### config.mk
export PLATFORM = sky130hd
export DESIGN_NAME = sgg_regs
export DESIGN_NICKNAME = d
export VERILOG_FILES = /design/src/hdl/sgg_pkg.sv /design/src/hdl/sgg_regs.sv
export SDC_FILE = /design/constraint.sdc
export NUM_CORES = 1
export LEC_CHECK = 0
export BUFFER_PORTS_ARGS = -buffer_cell sky130_fd_sc_hd__buf_4
export CORE_AREA = 2 2 181 183
export CTS_BUF_LIST = sky130_fd_sc_hd__clkbuf_8
export CTS_CLUSTER_SIZE = 20
export DETAILED_ROUTE_END_ITERATION = 16
export DIE_AREA = 0 0 183 185
export PLACE_DENSITY = 0.77
export SLEW_MARGIN = 25
export SYNTH_ARGS = -nofsm -noshare
export SYNTH_HDL_FRONTEND = slang
export SYNTH_SLANG_ARGS = --single-unit
export TNS_END_PERCENT = 20
### constraint.sdc
create_clock -name clk -period 3.24 [get_ports clk]
set_clock_uncertainty 0.15 [all_clocks]
set_input_delay 0 -clock clk [delete_from_list [all_inputs] [get_ports clk]]
set_output_delay 0 -clock clk [all_outputs]
set_load 0.05 [all_outputs]
### src/hdl/sgg_pkg.sv
// Shared types, constants and functions of the stochastic grid grower.
package sgg_pkg;

  localparam int DEF_SIZE_X = 32;
  localparam int DEF_SIZE_Y = 32;
  localparam int DEF_SIZE_Z = 32;
  localparam int NEIGHBOURS = 26;
  localparam int NB_W       = 5;
  localparam int PROB_W     = 10;
  localparam int COORD_W    = 5;
  localparam int COUNT_W    = 16;

  localparam logic [31:0] LFSR_MASK = 32'h8020_0003;

  // Register indexes of the configuration port.
  localparam logic [2:0] REG_SEED      = 3'd0;
  localparam logic [2:0] REG_CORE_THR  = 3'd1;
  localparam logic [2:0] REG_TARGET    = 3'd2;
  localparam logic [2:0] REG_DIR_0     = 3'd3;
  localparam logic [2:0] REG_DIR_1     = 3'd4;
  localparam logic [2:0] REG_DIR_2     = 3'd5;
  localparam logic [2:0] REG_DIR_3     = 3'd6;
  localparam logic [2:0] REG_DIR_4     = 3'd7;

  typedef enum logic [1:0] {
    ACT_GEN  = 2'd0,
    ACT_GROW = 2'd1,
    ACT_READ = 2'd2,
    ACT_NOP  = 2'd3
  } action_t;

  typedef enum logic [1:0] {
    OFF_ZERO = 2'd0,
    OFF_POS  = 2'd1,
    OFF_NEG  = 2'd2,
    OFF_NONE = 2'd3
  } off_t;

  typedef struct packed {
    off_t dx;
    off_t dy;
    off_t dz;
  } nb_off_t;

  typedef struct packed {
    logic [31:0]                        seed;
    logic [15:0]                        core_threshold;
    logic [15:0]                        target_count;
    logic [NEIGHBOURS-1:0][PROB_W-1:0]  dir_prob;
  } cfg_t;

  typedef struct packed {
    action_t            action;
    logic [COORD_W-1:0] cell_x;
    logic [COORD_W-1:0] cell_y;
    logic [COORD_W-1:0] cell_z;
  } cmd_t;

  typedef struct packed {
    logic               cell_value;
    logic [COUNT_W-1:0] filled_count;
    logic               target_reached;
  } res_t;

  function automatic logic [31:0] lfsr_step(input logic [31:0] s);
    logic [31:0] n;
    n = {1'b0, s[31:1]};
    if (s[0]) begin
      n = n ^ LFSR_MASK;
    end
    return n;
  endfunction

  // Offsets of the 26 neighbours, in visiting order.
  function automatic nb_off_t nb_offset(input logic [NB_W-1:0] i);
    nb_off_t o;
    unique case (i)
      5'd0:  o = '{OFF_ZERO, OFF_ZERO, OFF_POS};
      5'd1:  o = '{OFF_ZERO, OFF_ZERO, OFF_NEG};
      5'd2:  o = '{OFF_POS,  OFF_ZERO, OFF_ZERO};
      5'd3:  o = '{OFF_NEG,  OFF_ZERO, OFF_ZERO};
      5'd4:  o = '{OFF_ZERO, OFF_POS,  OFF_ZERO};
      5'd5:  o = '{OFF_ZERO, OFF_NEG,  OFF_ZERO};
      5'd6:  o = '{OFF_POS,  OFF_ZERO, OFF_POS};
      5'd7:  o = '{OFF_NEG,  OFF_ZERO, OFF_POS};
      5'd8:  o = '{OFF_ZERO, OFF_POS,  OFF_POS};
      5'd9:  o = '{OFF_ZERO, OFF_NEG,  OFF_POS};
      5'd10: o = '{OFF_POS,  OFF_ZERO, OFF_NEG};
      5'd11: o = '{OFF_NEG,  OFF_ZERO, OFF_NEG};
      5'd12: o = '{OFF_ZERO, OFF_POS,  OFF_NEG};
      5'd13: o = '{OFF_ZERO, OFF_NEG,  OFF_NEG};
      5'd14: o = '{OFF_POS,  OFF_POS,  OFF_ZERO};
      5'd15: o = '{OFF_NEG,  OFF_NEG,  OFF_ZERO};
      5'd16: o = '{OFF_POS,  OFF_NEG,  OFF_ZERO};
      5'd17: o = '{OFF_NEG,  OFF_POS,  OFF_ZERO};
      5'd18: o = '{OFF_POS,  OFF_POS,  OFF_POS};
      5'd19: o = '{OFF_NEG,  OFF_NEG,  OFF_POS};
      5'd20: o = '{OFF_POS,  OFF_NEG,  OFF_POS};
      5'd21: o = '{OFF_NEG,  OFF_POS,  OFF_POS};
      5'd22: o = '{OFF_POS,  OFF_POS,  OFF_NEG};
      5'd23: o = '{OFF_NEG,  OFF_NEG,  OFF_NEG};
      5'd24: o = '{OFF_POS,  OFF_NEG,  OFF_NEG};
      5'd25: o = '{OFF_NEG,  OFF_POS,  OFF_NEG};
      default: o = '{OFF_ZERO, OFF_ZERO, OFF_ZERO};
    endcase
    return o;
  endfunction

  // Periodic step of one coordinate; lim is the size minus one.
  function automatic logic [7:0] wrap_step(input logic [7:0] c, input off_t d,
                                           input logic [7:0] lim);
    logic [7:0] r;
    unique case (d)
      OFF_POS: r = (c == lim) ? 8'd0 : c + 8'd1;
      OFF_NEG: r = (c == 8'd0) ? lim : c - 8'd1;
      default: r = c;
    endcase
    return r;
  endfunction

endpackage

### src/hdl/sgg_regs.sv
// APB-style configuration register file of the grid grower.
module sgg_regs (
  input  logic          clk,
  input  logic          rst_n,
  input  logic          psel,
  input  logic          penable,
  input  logic          pwrite,
  input  logic [5:0]    paddr,
  input  logic [63:0]   pwdata,
  output logic [63:0]   prdata,
  output logic          pready,
  output sgg_pkg::cfg_t cfg
);
  import sgg_pkg::*;

  logic [31:0]      seed_r;
  logic [15:0]      core_thr_r;
  logic [15:0]      target_r;
  logic [4:0][59:0] dir_word_r;
  logic [2:0]       idx;
  logic             wr;

  assign idx    = paddr[5:3];
  assign pready = 1'b1;
  assign wr     = psel && penable && pwrite && pready;

  always_ff @(posedge clk) begin
    if (!rst_n) begin
      seed_r     <= 32'd1;
      core_thr_r <= '0;
      target_r   <= '0;
      dir_word_r <= '0;
    end else if (wr) begin
      unique case (idx)
        REG_SEED:     seed_r        <= pwdata[31:0];
        REG_CORE_THR: core_thr_r    <= pwdata[15:0];
        REG_TARGET:   target_r      <= pwdata[15:0];
        REG_DIR_0:    dir_word_r[0] <= pwdata[59:0];
        REG_DIR_1:    dir_word_r[1] <= pwdata[59:0];
        REG_DIR_2:    dir_word_r[2] <= pwdata[59:0];
        REG_DIR_3:    dir_word_r[3] <= pwdata[59:0];
        REG_DIR_4:    dir_word_r[4] <= {40'd0, pwdata[19:0]};
        default:      ;
      endcase
    end
  end

  always_comb begin
    unique case (idx)
      REG_SEED:     prdata = {32'd0, seed_r};
      REG_CORE_THR: prdata = {48'd0, core_thr_r};
      REG_TARGET:   prdata = {48'd0, target_r};
      REG_DIR_0:    prdata = {4'd0, dir_word_r[0]};
      REG_DIR_1:    prdata = {4'd0, dir_word_r[1]};
      REG_DIR_2:    prdata = {4'd0, dir_word_r[2]};
      REG_DIR_3:    prdata = {4'd0, dir_word_r[3]};
      REG_DIR_4:    prdata = {4'd0, dir_word_r[4]};
      default:      prdata = '0;
    endcase
  end

  assign cfg.seed           = seed_r;
  assign cfg.core_threshold = core_thr_r;
  assign cfg.target_count   = target_r;

  for (genvar i = 0; i < NEIGHBOURS; i++) begin : g_prob
    assign cfg.dir_prob[i] = dir_word_r[i / 6][10 * (i % 6) +: PROB_W];
  end

endmodule

; After elaboration in Yosys (flattened, before gate mapping)
; Index checks and enable logic that the tools add are counted.
[totals]
inputBits = 75
ff_bits = 324
out_inout_bits = 389
elab_cells = 27
[classes]
reduce_logical = 11
eq_ne = 7
n_mux = 1
[ops]
columns = operator, n
row1 = case mux 64 bit (8 select lines), 1
row2 = AND reduction 2 bit, 8
row3 = equality test 3 bit (second input constant), 4
row4 = equality test 3 x 2 -> 1 bit (second input constant), 2
row5 = equality test 3 x 1 -> 1 bit (second input constant), 1
row6 = zero test 3 bit, 1
row7 = logical AND 1 bit, 2

; Longest topological paths before layout
; Gate-level depths: netlist of the first run.
[logic_depth]
word_depth = 3
mapped_depth = 7
ltp_nobuf = 4

; Worst setup path after synthesis of the first run
; No wires, ideal clock.
[synth_path]
kind = flip-flop to output port
from = reg core_thr_r[0]
to = out prdata[0]
stages_incl_launch_ff = 5
arrival_time_ps = 1836
t_required_ps = 3090
slack_ps = 1254
n_path_buf = 0
cell_sequence = dfxtp_1 inv_1 o32ai_1 a221oi_1 a21oi_1
[synth_between]
elab_chain_cells = 1
[synth_rtl]
columns = item, line
row1 = start: declaration, sgg_regs.sv:17  ; logic [15:0] core_thr_r;
row2 = start signal: assignment, sgg_regs.sv:36  ; REG_CORE_THR: core_thr_r <= pwdata[15:0];
row3 = case mux 64 bit (8 select lines), sgg_regs.sv:49  ; unique case (idx)
row4 = end: declaration, sgg_regs.sv:10  ; output logic [63:0] prdata,
; Every way passes these cells. The select of a mux whose other input is x is not followed.

; Final worst setup path of the first run
[layout_path]
from = in paddr[4]
to = reg target_r[15]
[layout_between]
elab_chain_cells = 2
[layout_rtl]
columns = item, line
row1 = start: declaration, sgg_regs.sv:8  ; input logic [5:0] paddr,
row2 = equality test 3 x 2 -> 1 bit, sgg_regs.sv:34  ; unique case (idx)
row3 = AND reduction 2 bit (no source line), -
row4 = end signal: assignment, sgg_regs.sv:37  ; REG_TARGET: target_r <= pwdata[15:0];
row5 = end: declaration, sgg_regs.sv:18  ; logic [15:0] target_r;
; Every way passes these cells.
; A chain may end at the register's enable or synchronous reset.

==> impl_metrics.toml, run 1 <==
[status]
status = "finished clean"

[worst_setup_path]
worstSetupPathType = "input pin to flop"
worstSetupEndpointType = "flop"
worstSetupStartpointType = "input pin"
worstPathMaxFanout = 37
reg2reg_slack_ps = 1820
path_common_cell = "buf_4"
cp_num_buf_inv = 5
cp.arrival_ps = 2780
crit_family = "buffers and inverters"
critPathMaxStageDelay_ps = 580
cp.required_ps = 3590
worstPathCellList = "buf_4 -> buf_4 -> nor3b_4 -> buf_4 -> nand3_1 -> dlygate4sd3_1 -> o21ai_0 -> dlygate4sd3_1"
cpMaxStageDelayCell = "dlygate4sd3_1"

[cts]
cts.reportedPaths.clkPinSlew_ps = 60
clkSinkCount = 324
cts-buffers-inserted = 52
cts_tree = "built"
htree_num_levels = 2
clk_latency_ps = 560
cts-root-buf = "clkbuf_8"
clk_path_buf_depth = 3
postCtsSetupRepairBufs = 0

[floorplan]
pin_count = 464
initial_utilization_pct = 41.4
die_area_sq_um = 33900
dieHeight_microns = 185
fp.dieW_microns = 183
rows = 66
coreArea_sq_um = 32000

[min_path]
hp-class = "input pin to flop"

[global_routing]
grt_pass1_vias = 13300
antenna_found_initial = 4
grt_overflow = 0
grt_pass1_wl_mm = 74.9
grt_usage_pct = 27.9
grt_max_degree = 94

[power_and_ir_drop]
switching_share_pct = 26.6
p_leak_nw = 7.69
combPwrFrac_pct = 10.3
switching_power_mw = 2.17
power_density_nw_per_um2 = 446
max-vdd-ir-drop_mv = 0.316
p_clk_share_pct = 40.3
internal_power_mw = 6.00
seqPwrFrac_pct = 49.5

[sta]
rsz0062_at_grt = "false"
drv_slew = 0
fin_tns_setup_ps = 0
fmax_mhz = 411
holdWs_ps = 38.7
setup_viol = 0
finalCriticalPeriod_ps = 2430
period_share_pct = 75.2
worst-slew-pin-transition_ps = 884
slew_headroom_pct = 41.1
finalHoldViolCount = 0

[routing]
antenna_left = 0
dr.pass1.iters = 5
routed_via_density = 5.66
vias = 14000
routedWlPerCell_microns = 20.2
dr.first_iter.drc_count = 994
drt_wl_total_mm = 49.9
drc = 0

[synthesis]
synth-seq-area-share_pct = 48.9
synth_cell_types = 35
synth-main-ff-cell = "dfxtp_1"
synth_area_sq_um = 13300
synthArstFlopShare_pct = 0
syn_inst = 1579
synth_edf_count = 0
ys_seq_elements = 324
syn_area_per_cell_sq_um = 8.39
synth_warnings = 0

[placement]
port_buffers = 451
gp_congestion = 0.922
dp_hpwl_mm = 33.2

[final_layout]
syn_to_final_growth_pct = 38.3
nNetsFinal = 2096
drive_gt1_share_pct = 27.8
post-route-util_pct = 57.2

[run]
drv_cap = 0
[registers in the layout (all words and copies together), names as in the netlist]
signal	count
target_r	16
core_thr_r	16
seed_r	32
cfg	260
[Yosys cell counts (19+ instances only)]
| master | count | area share (%) |
|---|---|---|
| o21ai_1 | 75 | 2.8 |
| buf_1 | 30 | 0.85 |
| a21oi_1 | 43 | 1.6 |
| dfxtp_1 | 324 | 49 |
| nor2b_1 | 19 | 0.90 |
| buf_2 | 47 | 1.8 |
| nand2_1 | 111 | 3.1 |
| a22o_1 | 28 | 1.9 |
| clkbuf_1 | 67 | 1.9 |
| a221oi_1 | 31 | 2.0 |
| nor2_1 | 45 | 1.3 |
| o21ai_0 | 276 | 10 |
| mux2i_1 | 57 | 4.3 |
| nand3_1 | 325 | 12 |
[repair_timing]
item	CTS	global route
gates resized for setup	0	0
endpoints found under the hold margin	324	0
endpoints found under the setup margin	0	0
hold buffers	65	0
[power by group through the flow]
stage                     clock, mW  combinational (mW)  sequential (mW)
final                          3.29               0.840             4.04
after global placement            0               0.757             4.12
after global routing           3.53               0.883             4.04
after CTS                      3.34               0.828             4.04
after floorplan                   0               0.391             4.22
after detailed placement          0               0.764             4.13
[worst min-delay path, delay by kind of cell]
kind            cells  cell delay, ps
compound gates      1              80
buf+inv             1             220
simple gates        1             400
[final timing paths]
kind | end | from | cells after the start
setup / recovery | target_r[15] | paddr[4] | 8
setup reg to reg | target_r[15] | target_r[15] | 3
hold / removal | cfg[62] | paddr[5] | 3
hold reg to reg | cfg[107] | cfg[107] | 2
[per-stage QoR]
step                total power [mW]  setup WS, ps  instance area (sq um)  std cells
finish                          8.17           805                  18300       2465
global route                    8.45           735                  18300       2465
CTS                             8.21           902                  18300       2461
detailed placement              4.89           941                  16700       2310
global placement                4.88           909                  16700       2310
floorplan                       4.61          1250                  13300       1582
[cell usage in the layout, fill, tap and decap left out, drive strengths merged, types with 3 or more instances in the layout]
cell / Yosys / layout
o21ai: 351 / 351
nor2: 46 / 46
dfxtp: 324 / 324
inv: 16 / 38
diode: 0 / 4
conb: 2 / 5
nand2: 111 / 111
a31oi: 17 / 17
dlygate4sd3: 0 / 65
clkbuf: 67 / 59
a221oi: 31 / 31
mux2i: 57 / 57
a21oi: 43 / 43
buf: 100 / 487
mux2: 8 / 8
nor2b: 19 / 19
clkinv: 0 / 3
a22o: 28 / 28
a22oi: 3 / 3
nand3: 325 / 325
o32ai: 15 / 15
[layer usage]
| metal | wire length, microns | vias up | global-route usage, % |
|---|---|---|---|
| li1 | - | 6553 | - |
| met1 | 19400 | 6521 | 32.9 |
| met2 | 23800 | 740 | 47.3 |
| met3 | 4490 | 140 | 6.78 |
| met4 | 2140 | 0 | 14.3 |
| met5 | 0 | - | 0 |
[layout make-up]
cell class | count | area, sq um
Timing Repair Buffer | 552 | 4390
Fill cell | 2859 | 13700
Inverter | 16 | 60.1
Clock inverter | 27 | 135
Sequential cell | 324 | 6490
Tap cell | 408 | 510
Multi-Input combinational cell | 1075 | 5930
Antenna cell | 4 | 10.0
Clock buffer | 59 | 812
[cell families (layout without fill, tap and decap cells)]
kind of cell           count (synthesis)  in the layout  synth area share (%)
AOI/OAI and AO/OA                    491            491                  20.9
buffers and inverters                183            654                  6.62
DFF                                  324            324                  48.9
muxes                                 65             65                  4.98
other                                  2              9                0.0567
and+or+nand+nor                      514            514                  18.5
(Power assumes the default switching activity.)
==> run 2, diff against run 1 <==
Clock period 3.24 ns to 2.35 ns, I/O delays scaled along.
==> run 2 against run 1 <==
Against the previous run: non-clock buffer count up 48; largest cell class unchanged; critical path depth up 1; utilization up 1.6 points; die area unchanged; clock-buffer cell count unchanged; via count up 2.2%; worst setup slack worse by 740 ps; highest routed layer unchanged.
==> impl_metrics.toml, run 2 (synthesis gave the netlist of run 1 again) <==
[run]
drv_cap = 0

[min_path]
min_to = "seed_r[0]"
whs_path_depth = 4
hp-class = "input pin to flop"
hp-start = "pwdata[0]"

[cts]
cts-root-buf = "clkbuf_8"
cts.reportedPaths.clkPinSlew_ps = 60
cts-buffers-inserted = 51
clk_path_buf_depth = 3
htree_num_levels = 2
clk_latency_ps = 570
clkSinkCount = 324
cts_tree = "built"

[final_layout]
nNetsFinal = 2143
multi_input_area_sq_um = 5930
final_cells = 2511
fillers = 2735
seq_area_sq_um = 6490
final_common_cell = "buf_4"
post-route-util_pct = 58.8
layout_common_cells = "buf_4, nand3_1, dfxtp_1"
drive_gt1_share_pct = 28.1
design_area_sq_um = 18800
syn_to_final_growth_pct = 42.1
largest_reg_flops = 260

[floorplan]
coreArea_sq_um = 32000
fp.dieW_microns = 183
dieHeight_microns = 185
die_area_sq_um = 33900
rows = 66
initial_utilization_pct = 41.4
pin_count = 464

[worst_setup_path]
worstPathMaxFanout = 16
r2r_end = "target_r[7]"
worstReg2RegStart = "target_r[7]"
worstSetupStartpointType = "input pin"
cp.arrival_ps = 2650
r2r_cells = 3
cp.required_ps = 2710
worstSetupEndpointType = "flop"
reg2reg_slack_ps = 940
worstSetupPathType = "input pin to flop"

[placement]
port_buffers = 451
dp_hpwl_mm = 33.5
place_inst = 2328
place_area_sq_um = 16900
gp_congestion = 0.933
dpl_worst_slack_ps = 479

[routing]
drc = 0
vias = 14300
antenna_left = 0
dr.first_iter.drc_count = 993
routed_via_density = 5.68
dr.pass1.iters = 6
drt_wl_total_mm = 50.0
routedWlPerCell_microns = 19.9

[sta]
worst-slew-pin-transition_ps = 803
drv_slew = 0
finalHoldViolCount = 0
finalCriticalPeriod_ps = 2290
period_share_pct = 97.3
holdWs_ps = 93.3
setup_viol = 0
fin_tns_setup_ps = 0
setup_ws_ps = 62.6
rsz0062_at_grt = "false"
slew_headroom_pct = 46.4
fmax_mhz = 437

[power_and_ir_drop]
total_power_mw = 11.2
max-vdd-ir-drop_mv = 0.500
p_leak_nw = 7.93
combPwrFrac_pct = 10.7
switching_power_mw = 2.98
power_density_nw_per_um2 = 593
internal_power_mw = 8.19
p_clk_share_pct = 39.4
switching_share_pct = 26.7
seqPwrFrac_pct = 49.9

[global_routing]
antenna_found_initial = 1
grt_pass1_vias = 13500
grt_pass1_wl_mm = 74.9
grt_max_degree = 89
use_met1_pct = 32.7
grt-busiest-layer = "met2"
use_met3_pct = 7.24
grt_usage_pct = 27.8
met2_usage_pct = 47.2
grt_overflow = 0

[status]
status = "finished clean"
[run 2: final cells by class]
class | instances | share of cell area, %
Sequential cell | 324 | 34.4
Multi-Input combinational cell | 1075 | 31.5
Timing Repair Buffer | 600 | 26.1
Clock buffer | 59 | 4.31
Tap cell | 408 | 2.71
Clock inverter | 27 | 0.611
Inverter | 16 | 0.319
Antenna cell | 2 | 0.0266
[run 2: how the worst max path moves through the flow]
stage | start | endpoint | cells after the start
floorplan | core_thr_r[11] | prdata[11] | 4
global placement | paddr[3] | prdata[5] | 7
detailed placement | paddr[3] | prdata[5] | 7
CTS | pwrite | target_r[3] | 9
global route | psel | target_r[8] | 9
finish | psel | target_r[8] | 9
[run 2: what timing repair did]
item | 4_1_cts | 5_1_grt
hold endpoints to repair | 324 | 0
setup endpoints to repair | 0 | 13
hold buffers | 93 | 0
resized for setup | 0 | 4
buffers inserted | 0 | 1
[run 2: power by group through the flow]
stage / Clock (mW) / Combinational [mW] / Sequential, mW
2_1_floorplan: 0 / 0.539 / 5.82
3_3_place_gp: 0 / 1.07 / 5.69
3_5_place_dp: 0 / 1.08 / 5.69
4_1_cts: 4.48 / 1.18 / 5.57
5_1_grt: 4.73 / 1.25 / 5.57
6_report: 4.41 / 1.20 / 5.57
[run 2: critical path, stage by stage]
cell and delay, ps:
dlygate4sd3_1 580, buf_4 140, nand4b_4 130, nor3b_4 250, buf_12 190, nand3_1 90, dlygate4sd3_1 590, o21ai_0 90
dlygate4sd3_1 570
[run 2: layer usage]
| layer | up-vias | wire length [microns] |
|---|---|---|
| li1 | 6652 | - |
| met2 | 801 | 23600 |
| met5 | - | 0 |
| met1 | 6659 | 19100 |
| met4 | 0 | 2300 |
| met3 | 152 | 5020 |
==> run 3, diff against run 2 <==
Settings changed: BUFFER_PORTS_ARGS -buffer_cell sky130_fd_sc_hd__buf_4 to -buffer_cell sky130_fd_sc_hd__buf_2, CORE_AREA 2 2 181 183 to 2 2 178 180, DIE_AREA 0 0 183 185 to 0 0 180 182, PLACE_DENSITY 0.77 to 0.79.
==> run 3 against run 2 <==
Against the previous run: sequential share of layout area rose by 2.4 points; cell area down 6.4%; combinational power fell by 8%; register-to-register slack worse by 30 ps; total power grew 2.4%; sequential cell count unchanged; die area down 3.2%; critical path depth shrank 2; worst setup slack got worse by 5.5 ps; clock power rose by 8.2%; critical path type unchanged.
==> impl_metrics.toml, run 3 (synthesis gave the netlist of run 1 again) <==
[sta]
fmax_mhz = 436
setup_ws_ps = 57.1
rsz0062_at_grt = "false"
drv_slew = 0
slew_headroom_pct = 45.7
finalHoldViolCount = 0
period_share_pct = 97.6
finalCriticalPeriod_ps = 2290
fin_tns_setup_ps = 0
worst-slew-pin-transition_ps = 813
setup_viol = 0

[worst_setup_path]
worstPathCellList = "dlygate4sd3_1 -> buf_12 -> buf_12 -> nand3_1 -> dlygate4sd3_1 -> o21ai_0 -> dlygate4sd3_1"
worstSetupEndpointType = "flop"
crit_family = "buffers and inverters"
r2r_end = "target_r[12]"
reg2reg_slack_ps = 910
cp_num_buf_inv = 5
path_common_cell = "dlygate4sd3_1"
worstSetupPathType = "input pin to flop"
critPathMaxStageDelay_ps = 600
worstReg2RegStart = "target_r[12]"
worstSetupStartpointType = "input pin"
worstPathMaxFanout = 60
cp.arrival_ps = 2630
r2r_cells = 3
cp.required_ps = 2690
cpMaxStageDelayCell = "dlygate4sd3_1"

[final_layout]
drive_gt1_share_pct = 28.6
final_common_cell = "buf_2"
final_cells = 2488
layout_common_cells = "buf_2, nand3_1, dfxtp_1"
nNetsFinal = 2120
syn_to_final_growth_pct = 32.9
largest_reg_flops = 260

[routing]
dr.first_iter.drc_count = 1301
routed_via_density = 5.69
drc = 0
dr.pass1.iters = 6
antenna_left = 0
routedWlPerCell_microns = 19.0
vias = 14200
drt_wl_total_mm = 47.2

[floorplan]
initial_utilization_pct = 42.8
coreArea_sq_um = 31000
pin_count = 464
die_area_sq_um = 32800
fp.dieW_microns = 180
dieHeight_microns = 182
rows = 65

[power_and_ir_drop]
max-vdd-ir-drop_mv = 0.484
p_clk_share_pct = 41.7
switching_power_mw = 2.98
combPwrFrac_pct = 9.6
switching_share_pct = 26.1
internal_power_mw = 8.45
p_leak_nw = 7.88
power_density_nw_per_um2 = 649
seqPwrFrac_pct = 48.7

[min_path]
min_to = "seed_r[30]"
hp-class = "input pin to flop"
hp-start = "penable"
whs_path_depth = 5

[global_routing]
grt_pass1_wl_mm = 72.8
antenna_found_initial = 2
grt_usage_pct = 27.2
grt_overflow = 0
grt_pass1_vias = 13300
grt_max_degree = 121

[run]
drv_cap = 0

[cts]
cts-buffers-inserted = 51
clkSinkCount = 324
clk_latency_ps = 550
htree_num_levels = 2
cts-root-buf = "clkbuf_8"
clk_path_buf_depth = 3
cts.reportedPaths.clkPinSlew_ps = 60
cts_tree = "built"

[placement]
place_inst = 2319
port_buffers = 451
dpl_worst_slack_ps = 302
gp_congestion = 0.933
dp_hpwl_mm = 31.6

[status]
status = "finished clean"
## run 3: changes by cell type in the layout (fill, tap and decap cells not counted), sizes merged, moves of 3 or more
cell | before | now
clkinvlp | 3 | 0
clkbuf | 60 | 69
inv | 38 | 33
clkinv | 2 | 6
buf | 506 | 502
dlygate4sd3 | 92 | 75
## run 3: layout make-up
type	count	area, sq um
antenna	2	5.00
clock buffer	69	950
clock inverter	23	93.8
fill	2691	13400
inverter	16	60.1
multi-input combinational	1075	5940
sequential	324	6490
tap	402	503
timing repair buffer	577	3590
## run 3: worst register-to-register path, stage by stage, from the launching register on
cell	delay, ps
dfxtp_1	370
nand2_1	80
o21ai_0	200
dlygate4sd3_1	590
## run 3: layer usage
| metal | global-route usage (%) | up-vias | part of all wire [%] |
|---|---|---|---|
| met2 | 45.4 | 809 | 47 |
| li1 | - | 6619 | - |
| met3 | 5.66 | 152 | 9.6 |
| met4 | 13.9 | 0 | 4.7 |
| met5 | 0 | - | 0 |
| met1 | 33.3 | 6571 | 38 |
## run 3: stage by stage
| step | instance area, sq um | utilization [%] | total power [mW] | hold slack, ps |
|---|---|---|---|---|
| finish | 17600 | 56.9 | 11.4 | 27.6 |
| global route | 17600 | 56.9 | 11.8 | 59.4 |
| detailed placement | 15800 | 51.0 | 6.68 | 85.5 |
| floorplan | 13300 | - | 6.36 | -24.9 |
| CTS | 17600 | 56.8 | 11.5 | 4.38 |
| global placement | 15800 | 51.0 | 6.67 | 78.5 |
## run 3: what timing repair did
action	in CTS	in global routing
resized for setup	0	1
hold buffers	75	0
hold endpoints to repair	324	0
setup endpoints to repair	0	3
setup buffers	0	0
## run 3: power by group through the flow
stage | logic (mW) | registers [mW] | clock network [mW]
6_report | 1.10 | 5.57 | 4.77
5_1_grt | 1.16 | 5.57 | 5.09
4_1_cts | 1.08 | 5.57 | 4.83
3_5_place_dp | 0.996 | 5.69 | 0
3_3_place_gp | 0.989 | 5.68 | 0
2_1_floorplan | 0.539 | 5.82 | 0
## run 3: worst max-delay path by stage
stage,to,start,cells past startpoint
global placement,cfg[151],paddr[4],6
detailed placement,prdata[33],paddr[3],6
CTS,target_r[11],rst_n,7
floorplan,prdata[11],core_thr_r[11],4
finish,target_r[14],rst_n,7
global route,target_r[14],rst_n,7
